$ cat config.mk
export PLATFORM = sky130hd
export DESIGN_NAME = dsf_sqrt_pipe
export DESIGN_NICKNAME = d
export VERILOG_FILES = /design/src/rtl/assert_macros.svh /design/src/rtl/dsf_sqrt_pipe.sv
export SDC_FILE = /design/constraint.sdc
export NUM_CORES = 1
export LEC_CHECK = 0
export ABC_AREA = 1
export BUFFER_PORTS_ARGS = -buffer_cell sky130_fd_sc_hd__clkbuf_2
export CAP_MARGIN = 10
export CORE_MARGIN = 8
export CORE_UTILIZATION = 60
export DETAILED_ROUTE_END_ITERATION = 8
export GPL_ROUTABILITY_DRIVEN = 0
export HOLD_SLACK_MARGIN = 0.02
export PLACE_DENSITY = 0.87
export SYNTH_ARGS = -nofsm -noshare
export SYNTH_HDL_FRONTEND = slang
export SYNTH_SLANG_ARGS = --single-unit
$ cat constraint.sdc
create_clock -name i_clk -period 2.3 [get_ports i_clk]
set_input_delay 0.115 -clock i_clk [delete_from_list [all_inputs] [get_ports i_clk]]
set_output_delay 0.115 -clock i_clk [all_outputs]
set_load 0.02 [all_outputs]
$ cat src/rtl/assert_macros.svh
// Assertion macros used by the spring force RTL.
// Depends on nothing; included by damped_spring_force, which checks itself.
`ifndef ASSERT_MACROS_SVH
`define ASSERT_MACROS_SVH

// Implication checked in the same cycle.
`define DSF_ASSERT_IMP(lbl, clk, rstn, ante, cons) \
    lbl: assert property (@(posedge clk) disable iff (!rstn) (ante) |-> (cons)) \
        else $error("dsf assertion failed");

// Implication whose consequent is checked in the cycle after the antecedent.
`define DSF_ASSERT_NXT(lbl, clk, rstn, ante, cons) \
    lbl: assert property (@(posedge clk) disable iff (!rstn) (ante) |=> (cons)) \
        else $error("dsf assertion failed");

`endif

$ cat src/rtl/dsf_sqrt_pipe.sv
// Pipelined integer square root, two radicand bits per register stage.
// Depends on nothing; used by damped_spring_force.
`timescale 1ns / 1ps

module dsf_sqrt_pipe #(
    parameter int RADW = 34
) (
    input  logic                i_clk,
    input  logic                i_en,
    input  logic [RADW-1:0]     i_rad,
    output logic [RADW/2-1:0]   o_root
);

    localparam int NR  = RADW / 2;
    localparam int RMW = NR + 2;

    logic [RADW-1:0] r_rad  [0:NR-1];
    logic [RMW-1:0]  r_rem  [0:NR-1];
    logic [NR-1:0]   r_root [0:NR-1];

    genvar j;
    generate
        for (j = 0; j < NR; j++) begin : g_stage
            logic [RADW-1:0] w_rad;
            logic [RMW-1:0]  w_rem;
            logic [NR-1:0]   w_root;
            logic [RMW+1:0]  w_acc;
            logic [RMW+1:0]  w_try;

            if (j == 0) begin : g_first
                assign w_rad  = i_rad;
                assign w_rem  = '0;
                assign w_root = '0;
            end else begin : g_next
                assign w_rad  = r_rad[j-1];
                assign w_rem  = r_rem[j-1];
                assign w_root = r_root[j-1];
            end

            assign w_acc = {w_rem, w_rad[RADW-1 -: 2]};
            assign w_try = {2'b00, w_root, 2'b01};

            always_ff @(posedge i_clk) begin
                if (i_en) begin
                    r_rad[j] <= {w_rad[RADW-3:0], 2'b00};
                    if (w_acc >= w_try) begin
                        r_rem[j]  <= RMW'(w_acc - w_try);
                        r_root[j] <= {w_root[NR-2:0], 1'b1};
                    end else begin
                        r_rem[j]  <= w_acc[RMW-1:0];
                        r_root[j] <= {w_root[NR-2:0], 1'b0};
                    end
                end
            end
        end
    endgenerate

    assign o_root = r_root[NR-1];

endmodule

==> flow_summary.yaml <==
status:
  outcome: "finished clean"
min_path:
  holdCritPathClass: "in2reg"
  hold_end: "r_rad[0][24]"
  min-delay-start: "i_rad[24]"
  whs_path_depth: 2
die:
  dieWidth_um: 270
  die_h_um: 270
  start_util_pct: 60.4
  die-area_mm2: 0.0729
  io_pins: 53
  rows: 93
  core_mm2: 0.0641
timing:
  min_period_ns: 2.26
  relSlewSlack_pct: 41.1
  worst_pin_slew_ns: 0.883
  min_period_over_period_pct: 98.2
  fmax_mhz: 443
  drv_slew: 0
  setup_viol: 0
  tns_ns: 0
  fin_ws_ns: 0.0408
  skew_ns: 0.0278
  hold_violations: 0
clocking:
  clk_latency_ns: 0.64
  cts_inserted_buffers: 73
  clkTransAtPathRegs_ns: 0.06
  htree_num_levels: 3
  numClockSinks: 707
  cts_root_buf: "clkbuf_16"
  tritoncts: "done"
  cts.path.max_buffers: 3
synthesis:
  synthTopCellsByArea: "edfxtp_1, nand2_1, inv_1"
  syn-cell-area_mm2: 0.0387
  synth_top_area_share_pct: 54.8
  synth_area_per_cell_um2: 9.04
  ys_ff_latch: 707
  synthTopCellsByCount: "nand2_1, inv_1, edfxtp_1"
  synth_top_area_cell: "edfxtp_1"
  seq_area_frac_synth_pct: 54.8
  synth_flop_cell: "edfxtp_1"
  syn_nets: 4491
  netlist_instances: 4283
  ys_types: 54
  synth_edf_count: 706
  yosysMostFrequentCell: "nand2_1"
  ys_async_sr_fraction_pct: 0
  yosys_warnings: 0
route:
  wl_met1_um: 33300
  antenna_left: 0
  drt_iter0_drc: 3201
  drt_first_pass_iters: 8
  dr_wl_met2_um: 43300
  drc: 0
  top_layer_used: "met4"
  routed-via-count: 29559
  drt-total-wl_um: 87500
  wl_met3_um: 6800
  routed_via_density: 5.48
  wl_per_cell_um: 16.2
pwr:
  finalPower_mw: 34.9
  p_per_area_mw_per_mm2: 801
  vdd_drop_max_mv: 0.709
  leakagePower_nw: 20.0
placed_design:
  dp_hpwl_um: 62400
  placed_cell_area_mm2: 0.0403
  dp_worst_setup_slack_ns: -0.0685
  port_buffers: 52
  dp_cells: 5207
finish:
  design_area_mm2: 0.0435
  area_delta_synth_final_pct: 12.5
  nFillCells: 4490
  antenna_cells: 0
  layout.cells.non_filler: 5395
  drive_above_1_share_pct: 9.98
  nNetsFinal: 4692
global_route:
  grt_start_max_net_pins: 71
  antenna_found_initial: 0
  grt_pass1_vias: 28455
  grtUsageTotal_pct: 23.0
  grt_overflow_total: 0
  grt_pass1_wl_um: 139000
critical_path:
  regToRegStartpoint: "r_root[2][0]"
  rr_endpoint: "r_rem[3][3]"
  crit_required_ns: 2.67
  cp-start-kind: "flip-flop"
  ff2ff_path_depth: 11
  crit_type: "reg2reg"
  reg2reg_slack_ns: 0.04
  endpoint_kind: "flip-flop"
  cp.arrival_ns: 2.63
  cp_max_fo: 9
run:
  max_cap_viol_count: 0
## metrics by stage
| stage | utilization [%] | hold WS, ns |
|---|---|---|
| after CTS | 67.1 | 0.178 |
| after global routing | 67.9 | 0.201 |
| after detailed placement | 62.9 | 0.294 |
| after floorplan | - | 0.214 |
| after global placement | 62.9 | 0.293 |
| final | 67.9 | 0.201 |
## area by class of cell
| cell class | count | area, µm² | area share [%] |
|---|---|---|---|
| clock inverter | 45 | 435 | 1.00 |
| tap | 855 | 1070 | 2.46 |
| multi-input combinational | 2765 | 14700 | 33.7 |
| clock buffer | 86 | 1880 | 4.31 |
| sequential | 707 | 21200 | 48.7 |
| inverter | 765 | 2880 | 6.62 |
| timing repair buffer | 172 | 1380 | 3.18 |
## critical path: stages, from the launching register on
cell and delay, ns:
edfxtp_1 0.44, inv_1 0.10, ha_2 0.32, a21oi_2 0.20, inv_1 0.06, nand2_1 0.08
nand3b_1 0.13, buf_4 0.17, nor2_4 0.12, inv_1 0.08, nor2_4 0.19, o21ai_0 0.12
## cells by family after synthesis
family                     Yosys count  share of synthesized area, %
xor gates and xnor gates           127                          2.87
adders and majority gates          172                          5.56
and+or+nand+nor                   2178                          24.1
buffers and inverters              813                          8.29
DFF                                707                          54.8
AOI/OAI and AO/OA                  286                          4.33
## timing repair
item	in CTS	in global routing
hold endpoints to repair	36	0
gates resized for setup	3	76
hold buffers	35	0
buffers inserted	2	18
setup endpoints to repair	18	149
gates cloned	0	2
pin swaps	1	10
## flip-flops by register name, summed over array words and instances, names as in the netlist
name    flops
r_root    153
r_rad     272
r_rem     282
## how the worst max path moves through the flow
stage          slack (ns)            end          start
3_3_place_gp        -0.07   r_rem[9][10]    r_rem[8][2]
4_1_cts             0.006  r_rem[12][12]  r_rem[11][11]
6_report             0.04    r_rem[3][3]   r_root[2][0]
3_5_place_dp        -0.07   r_rem[9][10]    r_rem[8][2]
5_1_grt             -0.07    r_rem[3][2]   r_root[2][0]
2_1_floorplan        0.29  r_rem[11][10]   r_rem[10][6]
## layout by cell type (no fill, tap or decap), types with 51 or more instances in the layout
| cell | Yosys | routed |
|---|---|---|
| clkbuf_16 | 0 | 73 |
| edfxtp_1 | 706 | 706 |
| clkbuf_2 | 0 | 51 |
| ha_1 | 172 | 150 |
| nand2_1 | 1312 | 1305 |
| a21oi_1 | 113 | 105 |
| nand4_1 | 68 | 68 |
| buf_4 | 6 | 75 |
| xor2_1 | 81 | 80 |
| o21ai_0 | 98 | 95 |
| nand3_1 | 251 | 247 |
| inv_1 | 751 | 750 |
| nor2_1 | 355 | 342 |
## where the power goes
part,total (mW),switching [mW],internal [mW]
logic,6.79,4.45,2.35
clock network,11.5,5.02,6.47
registers,16.6,0.853,15.8
## routing by layer
| layer | track usage (%) | vias to the layer above |
|---|---|---|
| met1 | 27.7 | 13466 |
| li1 | - | 14271 |
| met5 | 0 | - |
| met3 | 3.43 | 339 |
| met2 | 40.5 | 1483 |
| met4 | 10.4 | 0 |
No activity file was read; power rests on OpenSTA's default activity.
