[config.mk]
export PLATFORM = sky130hd
export DESIGN_NAME = dsf_div_pipe
export DESIGN_NICKNAME = d
export VERILOG_FILES = /design/src/rtl/assert_macros.svh /design/src/rtl/dsf_div_pipe.sv
export SDC_FILE = /design/constraint.sdc
export NUM_CORES = 1
export LEC_CHECK = 0
export ABC_AREA = 1
export BUFFER_PORTS_ARGS = -buffer_cell sky130_fd_sc_hd__buf_2
export CORE_MARGIN = 2
export CORE_UTILIZATION = 50
export CTS_CLUSTER_SIZE = 14
export DETAILED_ROUTE_END_ITERATION = 6
export PLACE_DENSITY = 0.69
export SKIP_LAST_GASP = 1
export SYNTH_ARGS = -nofsm -noshare
export SYNTH_HDL_FRONTEND = slang
export SYNTH_SLANG_ARGS = --single-unit
[constraint.sdc]
create_clock -name i_clk -period 6.11 [get_ports i_clk]
set_clock_uncertainty 0.15 [all_clocks]
set_input_delay 0.3055 -clock i_clk [delete_from_list [all_inputs] [get_ports i_clk]]
set_output_delay 0.3055 -clock i_clk [all_outputs]
set_load 0.02 [all_outputs]
[src/rtl/assert_macros.svh]
// Assertion macros used by the spring force RTL.
// Depends on nothing; included by damped_spring_force, which checks itself.
`ifndef ASSERT_MACROS_SVH
`define ASSERT_MACROS_SVH

// Implication checked in the same cycle.
`define DSF_ASSERT_IMP(lbl, clk, rstn, ante, cons) \
    lbl: assert property (@(posedge clk) disable iff (!rstn) (ante) |-> (cons)) \
        else $error("dsf assertion failed");

// Implication whose consequent is checked in the cycle after the antecedent.
`define DSF_ASSERT_NXT(lbl, clk, rstn, ante, cons) \
    lbl: assert property (@(posedge clk) disable iff (!rstn) (ante) |=> (cons)) \
        else $error("dsf assertion failed");

`endif

[src/rtl/dsf_div_pipe.sv]
// Pipelined restoring divider: (mag * 2^(QW-1)) / len, one quotient bit per stage.
// Depends on nothing; used by damped_spring_force. Requires mag <= len.
`timescale 1ns / 1ps

module dsf_div_pipe #(
    parameter int LW = 17,
    parameter int QW = 17
) (
    input  logic          i_clk,
    input  logic          i_en,
    input  logic [LW-1:0] i_mag,
    input  logic [LW-1:0] i_len,
    output logic [QW-1:0] o_quo,
    output logic [LW-1:0] o_len
);

    logic [LW-1:0] r_rem [0:QW-1];
    logic [QW-1:0] r_low [0:QW-1];
    logic [QW-1:0] r_q   [0:QW-1];
    logic [LW-1:0] r_len [0:QW-1];

    genvar j;
    generate
        for (j = 0; j < QW; j++) begin : g_stage
            logic [LW-1:0] w_rem;
            logic [QW-1:0] w_low;
            logic [QW-1:0] w_q;
            logic [LW-1:0] w_len;
            logic [LW:0]   w_sh;

            if (j == 0) begin : g_first
                assign w_rem = {1'b0, i_mag[LW-1:1]};
                assign w_low = {i_mag[0], {(QW-1){1'b0}}};
                assign w_q   = '0;
                assign w_len = i_len;
            end else begin : g_next
                assign w_rem = r_rem[j-1];
                assign w_low = r_low[j-1];
                assign w_q   = r_q[j-1];
                assign w_len = r_len[j-1];
            end

            assign w_sh = {w_rem, w_low[QW-1]};

            always_ff @(posedge i_clk) begin
                if (i_en) begin
                    r_low[j] <= {w_low[QW-2:0], 1'b0};
                    r_len[j] <= w_len;
                    if (w_sh >= {1'b0, w_len}) begin
                        r_rem[j] <= LW'(w_sh - {1'b0, w_len});
                        r_q[j]   <= {w_q[QW-2:0], 1'b1};
                    end else begin
                        r_rem[j] <= w_sh[LW-1:0];
                        r_q[j]   <= {w_q[QW-2:0], 1'b0};
                    end
                end
            end
        end
    endgenerate

    assign o_quo = r_q[QW-1];
    assign o_len = r_len[QW-1];

endmodule
==> results by group, run 1 <==
Synth
  – Area leader, netlist: edfxtp_1
  – Post-Syn Area: 0.0448 mm²
  – Synth Area per Inst: 8.07 µm²
  – YS warnings: 0
  – Synth area leaders: edfxtp_1 48%, nand2_1 18%, inv_1 9.3%
  – Share of the yosys chip area belonging to registers: a little under half
  – Synth Register Bits: 714
  – Post-synth net total: ~6k
  – Synth top area share: 47.7%
  – Cells after Synth: approximately 5.6k
  – Synth unique cells: 33

Placement
  – Number of port buffers: 69
  – Post-DP HPWL: 82,000 µm
  – GP Congestion: 0.953
  – Pre-CTS WS: 2870 ps

Clocking
  – CTS tree: built
  – Clk Tree Root Cell: clkbuf_16
  – Htree depth: 3
  – CTS max path bufs: 3
  – CTS clk-pin slew, worst paths: ~60 ps
  – Worst-Skew Late Latency: ~630 ps
  – Cts bufs inserted: 79
  – Post-CTS Setup Bufs: 0
  – Clock Sink Count: around 700

Timing
  – Final Hold Fails: 0
  – Setup ws final: ~3300 ps
  – Max-slew violations: 0
  – Fmax: 0.355 GHz
  – Relative slew slack: 19.3%
  – Measured slew at the worst slew-check pin: ~1200 ps
  – Final setup viols: 0
  – RSZ-0062 raised after global routing: no
  – Period minus WS final: around 2800 ps
  – Fin crit share: a little under half
  – Post-Route Setup TNS: 0 ps

Final layout
  – Most common cell after layout, fill and taps aside: nand2_1
  – Register Area: about 0.021 mm²
  – Fraction of layout instances using a drive strength above 1: between 4 and 5%
  – Layout Utilization: 55.5%
  – Multi-input combinational cell area: between 0.015 and 0.02 mm²
  – Fillers: approximately 8.1k
  – Most frequent cells in the layout: 2,121 x nand2_1, 1,116 x inv_1, 713 x edfxtp_1, 477 x nand3_1, 288 x ha_1
  – Final nets: ~6k
  – Area grow syn2layout: 9.80%

Global routing
  – Met1 Use GR: 32.8%
  – Grt total ovfl: 0
  – First-pass GRT wire length: between 150,000 and 200,000 µm
  – Largest net degree at the start of global routing: between 150 and 200
  – M3 GR Usage: around 2.8%
  – GRT Total Usage: 23.3%
  – GRT busiest layer: met2
  – Initial antenna violation count: 0
  – Met2 Track Usage GR: roughly 38%
  – Vias in the first global route: ~32k

Hold path
  – Hold Path Stages: 1
  – Hold endpoint: r_len[0][97]
  – Hold/Removal Path Class: in -> reg
  – Hold Crit Start: i_en

Drt
  – Drt pass-1 iters: 6
  – Antenna violation net count after detailed routing: 0
  – DRC errors left: 0
  – DRT Wirelength: between 100,000 and 150,000 µm
  – Mean routed wirelength per cell: 15.5 µm
  – Initial DRC Count: approximately 2.7k
  – Via count: approximately 35k
  – Via-to-Cell Ratio: 5.05

Critical path
  – Startpoint types: flop
  – Critical R2R Capture: r_rem[14][10]
  – CP arrival: ~3000 ps
  – Crit Path Max Fanout: 18
  – Worst reg-to-reg path cell count: 9
  – Reg2Reg Setup Slack: between 3000 and 4000 ps
  – CP Class: reg -> reg
  – CP required: between 6000 and 7000 ps
  – CP Capture Type: flop
  – Crit path from: r_rem[13][10]
  – Reg-to-Reg Start: r_rem[13][10]

Floorplanning
  – Initial Util: just over 50%
  – Die footprint: between 0.09 and 0.1 mm²
  – # IOs: 70
  – Core box area: around 0.09 mm²
  – Die W: around 300 µm
  – Chip height: around 300 µm
  – Core Rows: around 110

Status
  – Outcome: finished, final reports clean

Run
  – Max_cap viols: 0

Power and ir drop
  – Power per cell area: roughly 450 mW/mm²
  – VDD IR-drop max: about 0.21 mV
  – LEAKAGE: approximately 0.025 µW
-- power breakdown --
group	switching [µW]	total, µW	internal (µW)
logic	6080	9310	3230
registers	844	7750	6900
clock network	1950	4910	2960
total	8880	22000	13100
-- worst max path at each step --
stage,cells after the start,end
2_1_floorplan,13,r_rem[1][15]
6_report,9,r_rem[14][10]
4_1_cts,9,r_rem[14][9]
3_5_place_dp,8,r_rem[0][1]
5_1_grt,9,r_rem[14][16]
3_3_place_gp,3,r_len[0][39]
-- cells in the mapped netlist --
master / instances
a211oi_1: 1
a21o_1: 1
a21oi_1: 154
a21oi_2: 2
a21oi_4: 13
and2_1: 21
and3_1: 13
buf_2: 15
buf_4: 24
buf_6: 17
clkbuf_1: 20
dfxtp_1: 1
edfxtp_1: 713
fa_1: 16
ha_1: 288
inv_1: 1116
inv_2: 1
nand2_1: 2121
nand2_2: 15
nand2_4: 17
nand3_1: 477
nand4_1: 85
nor2_1: 222
nor2_2: 1
nor3_1: 39
nor3_2: 11
o21ai_0: 3
o21ai_1: 13
o21bai_1: 1
or2_1: 16
or2_2: 11
xnor2_1: 41
xor2_1: 71
-- registers in the layout, summed over array words and instances (netlist names) --
name   flops
r_len    289
r_q      153
r_rem    272
-- kinds of logic after synthesis --
family	share of synthesized area (%)
AOI/OAI and AO/OA	2.46
xor gates and xnor gates	2.19
adders and majority gates	8.75
buffers and inverters	10.5
DFF	47.8
and+or+nand+nor	28.3
-- repair_timing --
action / in CTS / in global routing
hold buffers: 34 / 0
resized for setup: 0 / 0
endpoints found under the hold margin: 34 / 0
-- metal layers --
layer	share of wire [%]	wire length [µm]
met1	46	49000
met2	45	48300
met3	5.5	5880
met4	3.3	3510
met5	0	0
-- critical path, cell delays in order, from the launching register on --
cell	delay, ps
edfxtp_1	450
ha_1	420
nand2_1	170
nor2_1	100
nand2_1	90
nor2_1	60
a21oi_2	660
nand2_4	260
nand2_1	130
nand2_1	70
-- metrics by stage --
| step | hold WS (ps) | instances | total power, µW | cell area [µm²] |
|---|---|---|---|---|
| 3_5_place_dp | 255 | 6723 | 17000 | 46200 |
| 4_1_cts | 28.0 | 6900 | 22000 | 49200 |
| 3_3_place_gp | 251 | 6723 | 16800 | 46200 |
| 5_1_grt | 47.2 | 6900 | 23700 | 49200 |
| 2_1_floorplan | 250 | 5560 | 14700 | 44800 |
| 6_report | 38.1 | 6901 | 22000 | 49200 |
-- final cells by class --
cell class              count  share of cell area, %
clock inverters            52                   1.30
clock buffers              91                   4.15
multi-input cells        3653                   38.0
flip-flops and latches    714                   43.5
diodes                      1                0.00508
repair buffers            108                   1.57
well taps                1165                   2.96
inverters                1117                   8.52
(Power assumes the default switching activity.)
==> run 2, diff against run 1 <==
- ABC_AREA: 1 -> 0
- PLACE_DENSITY: 0.69 -> 0.71
- clock period: 6.11 -> 2.5 ns (I/O delays scaled with it)
==> results by group, run 2 <==
Status
  – Outcome: complete, but fails checks
  – Failing checks: negative setup slack

Final layout
  – Final nets: 4,692 (-22%)
  – Leading registers by flop count: r_len: 289 flops, r_rem: 272 flops, r_q: 153 flops
  – Diode count: 0 (-1)
  – Largest register by flop count: r_len
  – Max reg flops: 289 (unchanged)
  – Layout Utilization: 71.4% (+16 points)
  – Most common cell after layout, fill and taps aside: buf_4
  – Most frequent cells in the layout: 882 x buf_4, 713 x edfxtp_1, 323 x inv_1, 232 x ha_1, 160 x a21oi_1
  – Area grow syn2layout: 41.6%
  – Fraction of layout instances using a drive strength above 1: 41.0% (+36 points)

Timing
  – Setup ws final: -691 ps (-3990 ps)
  – Relative slew slack: 43.3% (+24 points)
  – Measured slew at the worst slew-check pin: 850 ps (-360 ps)
  – Fin crit share: 128% (+82 points)
  – Max-slew violations: 0 (unchanged)
  – Period minus WS final: 3190 ps (+375 ps)
  – RSZ-0062 raised after global routing: yes
  – Final Hold Fails: 0 (unchanged)
  – Final setup viols: 269 (+269)
  – Fmax: 0.313 GHz (-12%)
  – Hold_ws: 28.1 ps (-10.0 ps)

Critical path
  – Crit path from: r_rem[10][1]
  – CP arrival: 3410 ps (+380 ps)
  – Top cell by count, worst path: o31a_1
  – Startpoint types: flop
  – Critical-path top delay cell: edfxtp_1
  – CP Class: reg -> reg
  – CP cell instances: ha_4 > nor2b_4 > o31a_1 > o31a_1 > or4_4 > a31o_4 > a31oi_4 > buf_6 > o21ai_4 > mux2_4
  – CP required: 2720 ps (-3600 ps)
  – Crit Path Max Fanout: 8 (-10)
  – Largest delay share family, worst path: compound AO/OA/AOI/OAI gates
  – Reg2Reg Setup Slack: -690 ps (-3990 ps)
  – Reg-to-Reg Start: r_rem[10][1]
  – Worst reg-to-reg path cell count: 10 (+1)
  – Buffer and inverter count on the worst path: 1 (+1)
  – CP Capture Type: flop
  – Critical R2R Capture: r_rem[11][3]
  – CP peak stage delay: 430 ps (-230 ps)

Synth
  – Count leader, synth: edfxtp_1
  – Cells after Synth: 3,205 (-42%)
  – Synth top area share: 56.0% (+8.3 points)
  – Post-synth net total: 3,545 (-40%)
  – Synth cell count leaders: 713 x edfxtp_1, 368 x inv_1, 288 x ha_1
  – EDFF count, synth: 713 (unchanged)
  – YS warnings: 0 (unchanged)
  – Top FF cell, synth: edfxtp_1
  – Synth area leaders: edfxtp_1 56%, ha_1 9.4%, inv_1 3.6%
  – Area leader, netlist: edfxtp_1
  – Share of the yosys chip area belonging to registers: 56.1% (+8.3 points)
  – Synth Register Bits: 714 (unchanged)
  – Synth Area per Inst: 11.9 µm² (+48%)
  – Ys async rst share: 0% (unchanged)
  – Post-Syn Area: 0.0382 mm² (-15%)
  – Synth unique cells: 79 (+140%)

Clocking
  – Clk Tree Root Cell: clkbuf_16
  – Clock Sink Count: 714 (unchanged)
  – CTS max path bufs: 3 (unchanged)
  – Worst-Skew Late Latency: 640 ps (about the same)
  – Cts bufs inserted: 78 (-1.3%)
  – CTS tree: built
  – Htree depth: 3 (unchanged)
  – CTS clk-pin slew, worst paths: 60 ps (about the same)

Floorplanning
  – # IOs: 70 (unchanged)
  – Die W: 280 µm (-7.6%)
  – Initial Util: 50.4% (-0.19 points)
  – Core box area: 0.0758 mm² (-14%)
  – Core Rows: 101 (-7.3%)
  – Die footprint: 0.0786 mm² (-15%)
  – Chip height: 280 µm (-7.6%)

Power and ir drop
  – Int Power: 40,600 µW (+210%)
  – VDD IR-drop max: 0.683 mV (+220%)
  – Pwr Total: 61,700 µW (+180%)
  – Combinational cell fraction of total power: 51.5% (+9.1 points)
  – Psw: 21,000 µW (+140%)
  – Clock power frac: 17.9% (-4.4 points)
  – Seq pwr share: 30.6% (-4.7 points)
  – Switching Share: 34.1% (-6.3 points)
  – Power per cell area: 1140 mW/mm² (+160%)
  – LEAKAGE: 0.0231 µW (-9.5%)

Global routing
  – Vias in the first global route: 28.6k (-12%)
  – Largest net degree at the start of global routing: 76 (-60%)
  – GRT Total Usage: 22.7% (-0.62 points)
  – First-pass GRT wire length: 143,000 µm (-16%)
  – Initial antenna violation count: 1 (+1)
  – Grt total ovfl: 0 (unchanged)

Placement
  – GP Congestion: 0.907 (-4.9%)
  – Post-DP HPWL: 63,500 µm (-23%)
  – Number of port buffers: 69 (unchanged)
  – Pre-CTS WS: -721 ps (-3590 ps)

Drt
  – Via count: 29.1k (-17%)
  – DRC errors left: 0 (unchanged)
  – DRT Wirelength: 95,900 µm (-10%)
  – Antenna violation net count after detailed routing: 0 (unchanged)
  – Via-to-Cell Ratio: 5.39 (+6.7%)
  – Mean routed wirelength per cell: 17.8 µm (+15%)
  – Initial DRC Count: 1,914 (-29%)
  – Drt pass-1 iters: 5 (-1)

Hold path
  – Hold Crit Start: i_mag[7]
  – Hold endpoint: r_rem[0][7]
  – Hold Path Stages: 5 (+4)
  – Hold/Removal Path Class: in -> reg

Run
  – Max_cap viols: 0 (unchanged)
[run 2: cell count changes in the layout (fill, tap and decap cells not counted), moves of 59 or more]
cell     previous run  this run
xnor2_1            41       121
o21ai_0             3        85
nor2_1            222       139
inv_1            1116       323
a21o_1              1        74
nand2_1          2121       137
buf_4               2       882
nand4_1            85        26
nand3_1           477        44
buf_6               0        87
mux2_4              0        73
[run 2: cell type report]
cell class                 count  area, µm²
timing repair inverter         1       6.26
clock inverter                45        339
tap                          978       1220
sequential                   714      21400
clock buffer                  96       2080
inverter                     369       1410
fill                        4950      21700
timing repair buffer        1123       9270
multi-input combinational   2065      18300
[run 2: tightest hold or removal path, cell delays in order]
cell     delay [ps]
buf_2            80
ha_1            140
buf_4           130
xor2_1           60
o21ai_0         150
[run 2: per-layer routing]
metal	GRT usage, %	up-vias	wire [µm]
met5	0	-	18
met4	8.75	2	3420
met3	3.12	204	3750
met2	40.8	671	49500
met1	27.5	14100	39200
li1	-	14100	-
[run 2: cells by family after synthesis]
| family | after synthesis | synth area share (%) |
|---|---|---|
| compound gates | 767 | 12.9 |
| mux | 115 | 3.43 |
| simple gates | 678 | 8.55 |
| buf+inv | 430 | 4.29 |
| xor+xnor | 197 | 4.52 |
| flops | 714 | 56.1 |
| fa+ha+maj | 304 | 10.3 |
[run 2: how the worst max path moves through the flow]
stage | depth (start not counted) | slack, ps | end
5_1_grt | 11 | -770 | r_rem[11][3]
4_1_cts | 10 | -670 | r_rem[11][14]
6_report | 10 | -690 | r_rem[11][3]
3_5_place_dp | 10 | -720 | r_rem[11][14]
3_3_place_gp | 10 | -660 | r_rem[11][15]
2_1_floorplan | 10 | -630 | r_rem[11][10]
[run 2: repair_timing]
action	in CTS	in global routing
setup buffers	78	91
hold buffers	36	1
hold endpoints to repair	130	1
endpoints found under the setup margin	267	288
pin swaps	131	157
resized for setup	295	358
cloned	20	8
[run 2: stage by stage]
stage / instance area [µm²] / TNS, ps / std cells
final: 54100 / -83510 / 5391
after global routing: 54100 / -106240 / 5391
after floorplan: 39600 / -53330 / 3205
after global placement: 47400 / -81140 / 5047
after detailed placement: 47400 / -91390 / 5047
after CTS: 52100 / -74610 / 5317
[run 2: power by group through the flow]
stage | combinational, µW | sequential, µW | clock [µW]
floorplan | 17100 | 18300 | 0
global placement | 25500 | 19000 | 0
detailed placement | 26200 | 19000 | 0
CTS | 28700 | 18800 | 11200
global route | 34300 | 19100 | 11700
finish | 31700 | 18900 | 11000
